**config.mk**
```make
export PLATFORM = sky130hd
export DESIGN_NAME = column_packet_framer
export DESIGN_NICKNAME = d
export VERILOG_FILES = /design/src/design/cpf_pkg.sv /design/src/design/cpf_beat_queue.sv /design/src/design/column_packet_framer.sv
export SDC_FILE = /design/constraint.sdc
export NUM_CORES = 1
export LEC_CHECK = 0
export ABC_AREA = 1
export BUFFER_PORTS_ARGS = -buffer_cell sky130_fd_sc_hd__buf_2
export CORE_ASPECT_RATIO = 1.75
export CORE_MARGIN = 2
export CORE_UTILIZATION = 59
export CTS_CLUSTER_DIAMETER = 120
export CTS_CLUSTER_SIZE = 25
export DETAILED_ROUTE_END_ITERATION = 10
export PLACE_DENSITY = 0.85
export REMOVE_ABC_BUFFERS = 1
export SLEW_MARGIN = 20
export SYNTH_ARGS = -nofsm -noshare
export SYNTH_HDL_FRONTEND = slang
export SYNTH_HIERARCHICAL = 1
export SYNTH_SLANG_ARGS = --single-unit
```
**constraint.sdc**
```tcl
create_clock -name i_clk -period 27.4 [get_ports i_clk]
set_input_delay 2.74 -clock i_clk [delete_from_list [all_inputs] [get_ports i_clk]]
set_output_delay 2.74 -clock i_clk [all_outputs]
set_load 0.01 [all_outputs]
```
**src/design/cpf_pkg.sv**
```systemverilog
// Shared beat types, constants and header builder for the column packet framer.
package cpf_pkg;

    localparam logic [15:0] KEEP_FULL = 16'hffff;
    localparam logic [15:0] KEEP_TAIL = 16'h00ff;
    localparam int          ID_W      = 5;

    typedef struct packed {
        logic [31:0] in_word3;
        logic [31:0] in_word2;
        logic [31:0] in_word1;
        logic [31:0] in_word0;
    } t_in_beat;

    typedef struct packed {
        logic [31:0] out_word0;
        logic [31:0] out_word1;
        logic [31:0] out_word2;
        logic [31:0] out_word3;
        logic [15:0] byte_keep;
        logic        packet_last;
        logic        run_end;
    } t_out_beat;

    // One queued input transfer: its data beat and, on a column's last beat, its tail.
    typedef struct packed {
        logic [31:0] first_word;
        logic [31:0] word_a;
        logic [31:0] word_b;
        logic [31:0] word_c;
        logic [31:0] tail_word;
        logic        has_tail;
    } t_entry;

    // Header: id, type 0, all-ones source row and column, odd parity in bit 31.
    function automatic logic [31:0] make_header(input logic [ID_W-1:0] id);
        logic [30:0] low;
        low = {3'b000, 7'h7f, 5'h1f, 1'b0, 3'b000, 7'h00, id};
        return {~^low, low};
    endfunction

endpackage

```
**src/design/cpf_beat_queue.sv**
```systemverilog
// Two-entry output queue that expands a column's last transfer into data and tail beats.
module cpf_beat_queue (
    input  logic               i_clk,
    input  logic               i_rst_n,
    input  logic               i_push,
    input  cpf_pkg::t_entry    i_entry,
    output logic               o_full,
    output logic               o_valid,
    input  logic               i_ready,
    output cpf_pkg::t_out_beat o_beat
);
    import cpf_pkg::*;

    t_entry      r_mem [2];
    logic        r_wr_ptr, n_wr_ptr;
    logic        r_rd_ptr, n_rd_ptr;
    logic [1:0]  r_count, n_count;
    logic        r_phase, n_phase;
    t_entry      head;
    logic        take;
    logic        pop;

    assign head    = r_mem[r_rd_ptr];
    assign o_valid = (r_count != 2'd0);
    assign o_full  = (r_count == 2'd2);
    assign take    = o_valid && i_ready;
    // An entry with a tail leaves only after its second beat has been transferred.
    assign pop     = take && (r_phase || !head.has_tail);

    always_comb begin
        if (r_phase) begin
            o_beat.out_word0   = head.tail_word;
            o_beat.out_word1   = '0;
            o_beat.out_word2   = '0;
            o_beat.out_word3   = '0;
            o_beat.byte_keep   = KEEP_TAIL;
            o_beat.packet_last = 1'b1;
            o_beat.run_end     = 1'b1;
        end else begin
            o_beat.out_word0   = head.first_word;
            o_beat.out_word1   = head.word_a;
            o_beat.out_word2   = head.word_b;
            o_beat.out_word3   = head.word_c;
            o_beat.byte_keep   = KEEP_FULL;
            o_beat.packet_last = 1'b0;
            o_beat.run_end     = !head.has_tail;
        end
    end

    always_comb begin
        n_wr_ptr = i_push ? !r_wr_ptr : r_wr_ptr;
        n_rd_ptr = pop ? !r_rd_ptr : r_rd_ptr;
        n_count  = r_count + {1'b0, i_push} - {1'b0, pop};
        n_phase  = r_phase;
        if (take) begin
            n_phase = head.has_tail && !r_phase;
        end
    end

    always_ff @(posedge i_clk) begin
        if (!i_rst_n) begin
            r_wr_ptr <= 1'b0;
            r_rd_ptr <= 1'b0;
            r_count  <= 2'd0;
            r_phase  <= 1'b0;
        end else begin
            r_wr_ptr <= n_wr_ptr;
            r_rd_ptr <= n_rd_ptr;
            r_count  <= n_count;
            r_phase  <= n_phase;
        end
    end

    always_ff @(posedge i_clk) begin
        if (i_push) begin
            r_mem[r_wr_ptr] <= i_entry;
        end
    end

endmodule

```
**src/design/column_packet_framer.sv**
```systemverilog
// Column packet framer: frames columns of 128-bit beats into headed packets with a tail beat.
// With the output queue empty, a beat's first result is offered in the cycle after
// its input transfer.
// Throughput: one input beat per cycle within a column while the output is ready; each column
// leaves as its data beats plus a tail beat, so the input stalls while its tail beat leaves.
// Input ready depends only on the two-entry output queue's fill, not on the output ready.
// Reset (synchronous, active low) clears the queue, beat counter, packet id and carry word.
module column_packet_framer #(
    parameter int COLUMN_WORDS      = 128,
    parameter int PACKETS_PER_BLOCK = 8
) (
    input  logic               i_clk,
    input  logic               i_rst_n,
    input  logic               i_in_valid,
    output logic               o_in_ready,
    input  cpf_pkg::t_in_beat  i_in_data,
    output logic               o_out_valid,
    input  logic               i_out_ready,
    output cpf_pkg::t_out_beat o_out_data
);
    import cpf_pkg::*;

    localparam int BEATS  = (COLUMN_WORDS / 4 == 0) ? 1 : COLUMN_WORDS / 4;
    localparam int BEAT_W = (BEATS > 1) ? $clog2(BEATS) : 1;

    logic [BEAT_W-1:0] r_beat, n_beat;
    logic [ID_W-1:0]   r_pid, n_pid;
    logic [31:0]       r_carry, n_carry;
    logic              accept;
    logic              last_beat;
    logic              full;
    t_entry            entry;

    assign o_in_ready = !full;
    assign accept     = i_in_valid && o_in_ready;
    assign last_beat  = (r_beat == BEAT_W'(BEATS - 1));

    always_comb begin
        entry.first_word = (r_beat == '0) ? make_header(r_pid) : r_carry;
        entry.word_a     = i_in_data.in_word0;
        entry.word_b     = i_in_data.in_word1;
        entry.word_c     = i_in_data.in_word2;
        entry.tail_word  = i_in_data.in_word3;
        entry.has_tail   = last_beat;
    end

    always_comb begin
        n_beat  = r_beat;
        n_pid   = r_pid;
        n_carry = r_carry;
        if (accept) begin
            n_carry = i_in_data.in_word3;
            if (last_beat) begin
                n_beat = '0;
                n_pid  = (r_pid == ID_W'(PACKETS_PER_BLOCK - 1)) ? '0 : r_pid + 1'b1;
            end else begin
                n_beat = r_beat + 1'b1;
            end
        end
    end

    always_ff @(posedge i_clk) begin
        if (!i_rst_n) begin
            r_beat  <= '0;
            r_pid   <= '0;
            r_carry <= '0;
        end else begin
            r_beat  <= n_beat;
            r_pid   <= n_pid;
            r_carry <= n_carry;
        end
    end

    cpf_beat_queue u_queue (
        .i_clk   (i_clk),
        .i_rst_n (i_rst_n),
        .i_push  (accept),
        .i_entry (entry),
        .o_full  (full),
        .o_valid (o_out_valid),
        .i_ready (i_out_ready),
        .o_beat  (o_out_data)
    );

endmodule

```
==> results of run 1 <==
==> per-layer routing <==
| metal | part of all wire | global-route usage | up-vias |
|---|---|---|---|
| met1 | 0.35 | 0.263 | 4541 |
| met3 | 0.059 | 0.0337 | 75 |
| met4 | 0.041 | 0.101 | 4 |
| met2 | 0.55 | 0.423 | 304 |
| met5 | 0.00081 | 0 | - |
| li1 | - | - | 4461 |
==> per-stage QoR <==
step                      hold slack, ns  utilization  area [µm²]
after global routing               0.486        0.678       16200
after CTS                          0.461        0.677       16200
after floorplan                    0.430            -       13900
after global placement             0.439        0.655       15700
final                              0.461        0.678       16200
after detailed placement           0.448        0.655       15700
==> cell usage after synthesis <==
cell type / number / area [µm²]
a21oi_1: 16 / 80.1
and2_4: 1 / 8.76
buf_2: 17 / 85.1
buf_4: 31 / 233
buf_6: 3 / 33.8
clkbuf_1: 30 / 113
clkbuf_2: 1 / 5.00
conb_1: 1 / 3.75
dfxtp_1: 48 / 961
edfxtp_1: 322 / 9670
ha_1: 9 / 113
inv_1: 38 / 143
inv_2: 5 / 18.8
inv_4: 1 / 6.26
nand2_1: 43 / 161
nand2_2: 1 / 6.26
nand3_1: 11 / 55.1
nand3_2: 1 / 10.0
nand3b_1: 1 / 7.51
nand4_1: 1 / 6.26
nor2_1: 332 / 1250
nor2_4: 1 / 11.3
o21ai_0: 161 / 806
o21ai_1: 39 / 195
o22ai_1: 28 / 175
o22ai_2: 4 / 50.1
or2_1: 12 / 75.1
xor2_1: 2 / 17.5
==> power groups by stage <==
stage | Clock [mW] | Sequential (mW) | Combinational [mW]
after floorplan | 0 | 0.766 | 0.235
after global placement | 0 | 0.747 | 0.414
after detailed placement | 0 | 0.751 | 0.427
after CTS | 0.295 | 0.739 | 0.429
after global routing | 0.317 | 0.745 | 0.469
final | 0.290 | 0.739 | 0.426
==> kinds of logic (layout without fill, tap and decap cells) <==
| group | Yosys count | count (layout) | share of synthesized area |
|---|---|---|---|
| DFF | 370 | 370 | 0.744 |
| xor gates and xnor gates | 2 | 2 | 0.00123 |
| adders and majority gates | 9 | 9 | 0.00788 |
| and+or+nand+nor | 404 | 404 | 0.111 |
| other | 1 | 16 | 0.000262 |
| buffers and inverters | 126 | 355 | 0.0446 |
| AOI/OAI and AO/OA | 248 | 248 | 0.0914 |
==> critical path, delay by kind of cell, from the launching register on <==
kind | cells | cell delay, ns
buffers and inverters | 3 | 1.63
DFF | 1 | 0.55
and+or+nand+nor | 2 | 0.37
==> worst min-delay path by stage <==
| stage | start | end | depth (start not counted) |
|---|---|---|---|
| floorplan | r_carry[10] | r_carry[10] | 2 |
| global placement | r_carry[28] | r_carry[28] | 2 |
| detailed placement | r_carry[30] | r_carry[30] | 2 |
| CTS | r_carry[30] | r_carry[30] | 2 |
| global route | r_carry[6] | r_carry[6] | 2 |
| finish | r_carry[30] | r_carry[30] | 2 |
==> state kept, by name, indices dropped and copies added (netlist names), named ones only <==
name and cells:
r_beat 5, r_carry 32, r_pid 5, u_queue/r_count 2, u_queue/r_mem 322, u_queue/r_phase 1, u_queue/r_rd_ptr 1, u_queue/r_wr_ptr 1
==> final cells by class <==
cell class | instances | area, µm² | area share
clock inverter | 1 | 6.26 | 0.000385
sequential | 370 | 10600 | 0.655
inverter | 44 | 174 | 0.0107
multi-input combinational | 671 | 3060 | 0.189
timing repair buffer | 279 | 1430 | 0.0880
clock buffer | 31 | 520 | 0.0321
antenna | 8 | 20.0 | 0.00123
tap | 308 | 385 | 0.0237
==> metrics.csv, run 1 <==
metric;value;unit
status;complete, no violations;
postRouteWirelength;30700;µm
antenna_found_initial;11;
hold_buffers;0;
peakVddDrop;0.0000767;V
route.detailed.drc;0;
root_buffer;clkbuf_16;
syn_area;14300;µm²
clockBufferDepth;3;
place.gp.congestion;0.815;
reg2regPathDepth;5;
finalNetCount;1525;
wl_per_cell;17.9;µm
drt_pass1_iterations;5;
path_cells;inv_4 > buf_4 > nor2_1 > nor2_1 > buf_2;
finalPower;1.46;mW
layout.cells.non_filler;1712;
vias_per_cell;5.48;
path_clk_slew;0.09;ns
die_w;122;µm
num_vias;9385;
synth_cells;1160;
dp.cells;1671;
ys_types;28;
yosys_warnings;6;
clock-sinks;370;
grt_max_degree;97;
fmax;170;MHz
cp_data_required_time;24.66;ns
period_minus_slack;5.90;ns
grt_pass1_vias;9166;
worstSetupEndpointType;output pin;
grt_first_pass_wirelength;45700;µm
hold_viol;0;
grt_usage;0.230;
area_growth;13.5;%
layout_common_cells;331 x nor2_1, 322 x edfxtp_1, 271 x buf_2;
numCtsBuffers;18;
rr_startpoint;u_queue/r_count[0];
drtIter0Drc;761;
cp_max_fo;95;
hp-class;register to register;
cts-resized-gates;0;
fill_cells;1705;
setup_viol;0;
arrival;3.16;ns
io_pins;280;
slowest_stage;buf_4;
htreeDepth;1;
relSlewSlack;0.266;
postCtsSetupBuffers;0;
finalCritPeriodShare;0.215;
cap_violations;0;
fp-row-count;75;
crit_top_cell;nor2_1;
cts_tree;yes;
core_area;23900;µm²
seq_power_share;0.508;
crit_end;o_out_data[45];
critPathMaxStageDelay;0.88;ns
final.setup_skew;0.0104;ns
r2r_slack;24.09;ns
seq_area_frac_synth;0.744;
synth.avg_cell_area;12.3;µm²
io_buffers;271;
pwr-share-clk;0.199;
timing.rr.end;u_queue/r_mem[1][159];
overflow;0;
dp_hpwl;19400;µm
start_kind;register;
final_common_cell;nor2_1;
setup_slack;21.50;ns
leakage;6.29;nW
switching_share;0.327;
rsz0062_at_grt;false;
worst_pin_slew;1.10;ns
fin_setup_tns;0;ns
p_sw;0.476;mW
slew_viol_final;0;
drive_gt1_frac;0.226;
power_frac_comb;0.293;
ys_ff_latch;370;
p_per_area;89.7;nW/µm²
path_class;register to output pin;
dieHeight;210;µm
insertion_delay;0.50;ns
die-area;25500;µm²
p_int;0.980;mW
ant_nets;0;
pre_cts_slack;21.66;ns
start_util;0.597;
No activity file was read; power rests on OpenSTA's default activity.
==> run 2: changes to the inputs <==
--- a/config.mk
+++ b/config.mk
@@ -9,11 +9,11 @@
 export BUFFER_PORTS_ARGS = -buffer_cell sky130_fd_sc_hd__buf_2
 export CORE_ASPECT_RATIO = 1.75
 export CORE_MARGIN = 2
-export CORE_UTILIZATION = 59
+export CORE_UTILIZATION = 50
 export CTS_CLUSTER_DIAMETER = 120
 export CTS_CLUSTER_SIZE = 25
 export DETAILED_ROUTE_END_ITERATION = 10
-export PLACE_DENSITY = 0.85
+export PLACE_DENSITY = 0.76
 export REMOVE_ABC_BUFFERS = 1
 export SLEW_MARGIN = 20
 export SYNTH_ARGS = -nofsm -noshare
==> constraint.sdc (replaced) <==
create_clock -name i_clk -period 5.1 [get_ports i_clk]
set_input_delay 0.51 -clock i_clk [delete_from_list [all_inputs] [get_ports i_clk]]
set_output_delay 0.51 -clock i_clk [all_outputs]
set_load 0.01 [all_outputs]
==> metrics.csv, run 2 (same netlist as run 1, synthesis figures left out) <==
metric;value;unit;change
p_int;5.27;mW;+440%
relSlewSlack;0.240;;-0.0264
slew_viol_final;0;;unchanged
r2r_slack;2.19;ns;-21.90 ns
area_growth;14.4;%;
dp.cells;1738;;+4.0%
fp-row-count;81;;+8.0%
wl_per_cell;17.4;µm;-3.1%
path_clk_slew;0.10;ns;about the same
drive_gt1_frac;0.227;;+0.00111
postRouteWirelength;30900;µm;+0.65%
fin_setup_tns;0;ns;unchanged
io_pins;280;;unchanged
arrival;3.01;ns;-0.15 ns
postCtsSetupBuffers;0;;unchanged
die_w;132;µm;+8.3%
pwr-share-clk;0.199;;about the same
grt_first_pass_wirelength;46200;µm;+1.0%
period_minus_slack;3.52;ns;
finalNetCount;1527;;+0.13%
layout.cells.non_filler;1779;;+3.9%
start_kind;register;;
leakage;6.30;nW;+0.17%
path_class;register to output pin;;
final_area;16300;µm²;+0.72%
hold-path-endpoint;u_queue/r_mem[0][112];;
die-area;30000;µm²;+18%
cp.depth;5;;unchanged
largest_register;u_queue/r_mem;;
cts_tree;yes;;
reg_top3;u_queue/r_mem (322), r_carry (32);;
layout_common_cells;331 x nor2_1, 322 x edfxtp_1, 271 x buf_2;;
fill_cells;2255;;+32%
setup_viol;0;;unchanged
status;complete, no violations;;
finalCritPeriodShare;0.691;;
dp_hpwl;19200;µm;-1.0%
final.setup_skew;0.0144;ns;+0.00396 ns
hp-class;input port to register;;
pre_cts_slack;2.01;ns;-19.65 ns
cap_violations;0;;unchanged
root_buffer;clkbuf_16;;
grt_pass1_vias;8953;;-2.3%
worst_pin_slew;1.14;ns;+0.0394 ns
route.detailed.drc;0;;unchanged
ant_nets;0;;unchanged
numCtsBuffers;18;;unchanged
whs;0.180;ns;-0.281 ns
path_cells;inv_4 > buf_4 > o21ai_0 > o22ai_1 > buf_2;;
num_vias;9276;;-1.2%
power_frac_comb;0.295;;+0.002
seq_power_share;0.506;;-0.002
dieHeight;228;µm;+8.5%
hp-start;i_in_data[15];;
clockBufferDepth;3;;unchanged
cts-resized-gates;0;;unchanged
finish.utilization;0.582;;-0.0959
critPathMaxStageDelay;0.69;ns;-0.19 ns
cp_max_fo;74;;-22%
fmax;284;MHz;
drtIter0Drc;663;;-13%
worstSetupEndpointType;output pin;;
insertion_delay;0.51;ns;about the same
cp_data_required_time;4.59;ns;-20.07 ns
rsz0062_at_grt;false;;
clock-sinks;370;;unchanged
crit_buf_inv;3;;unchanged
overflow;0;;unchanged
setup_slack;1.58;ns;-19.93 ns
antenna_found_initial;12;;+1
finalPower;7.83;mW;+440%
p_per_area;479;nW/µm²;+430%
grt_max_degree;105;;+8.2%
drt_pass1_iterations;5;;unchanged
vias_per_cell;5.21;;-4.9%
reg2regPathDepth;6;;+1
hold_viol;0;;unchanged
final_common_cell;nor2_1;;
worstHoldPathCells;1;;-1
largest_register_ff_count;322;;unchanged
peakVddDrop;0.000339;V;+340%
timing.rr.end;u_queue/r_mem[1][94];;
switching_share;0.327;;about the same
slowest_stage;inv_4;;
p_sw;2.56;mW;+440%
grt_usage;0.197;;-0.0327
place.gp.congestion;0.803;;-1.5%
hold_buffers;0;;unchanged
dpl_cell_area;15800;µm²;+0.69%
start_util;0.509;;-0.0882
htreeDepth;1;;unchanged
io_buffers;271;;unchanged
core_area;28100;µm²;+17%
critPathTopFamily;buffers and inverters;;
rr_startpoint;u_queue/r_count[1];;
## run 2: cell count changes in the layout (fill, tap and decap cells not counted), sizes merged
| cell | delta |
|---|---|
| buf | +2 |
| clkinvlp | +1 |
| inv | -1 |
## run 2: power groups by stage
stage               registers [mW]  clock network [mW]  logic (mW)
finish                        3.96                1.56        2.31
global route                  4.01                1.69        2.54
CTS                           3.97                1.60        2.32
detailed placement            4.03                   0        2.31
global placement              4.02                   0        2.26
floorplan                     4.11                   0        1.26
## run 2: worst max path at each step
stage                           from              endpoint  slack (ns)
after CTS                   register       o_out_data[129]        1.54
after global placement    i_in_valid  u_queue/r_mem[1][38]        2.05
after detailed placement  i_in_valid  u_queue/r_mem[1][56]        2.01
after floorplan           i_in_valid   u_queue/r_mem[0][0]       -3.23
after global routing        register       o_out_data[129]        1.38
final                       register       o_out_data[129]        1.58
## run 2: area by class of cell
type | count | area (µm²) | share of cell area
clock buffers | 31 | 520 | 0.0318
diodes | 8 | 20.0 | 0.00122
repair buffers | 281 | 1460 | 0.0895
well taps | 373 | 467 | 0.0285
multi-input cells | 671 | 3060 | 0.187
flip-flops and latches | 370 | 10600 | 0.650
inverters | 44 | 174 | 0.0106
clock inverters | 1 | 7.51 | 0.000459
## run 2: per-layer routing
| layer | up-vias | routed length, µm | global-route usage |
|---|---|---|---|
| li1 | 4466 | - | - |
| met1 | 4442 | 11200 | 0.218 |
| met2 | 297 | 16900 | 0.378 |
| met3 | 63 | 1740 | 0.0313 |
| met4 | 8 | 982 | 0.0789 |
| met5 | - | 54 | 0 |
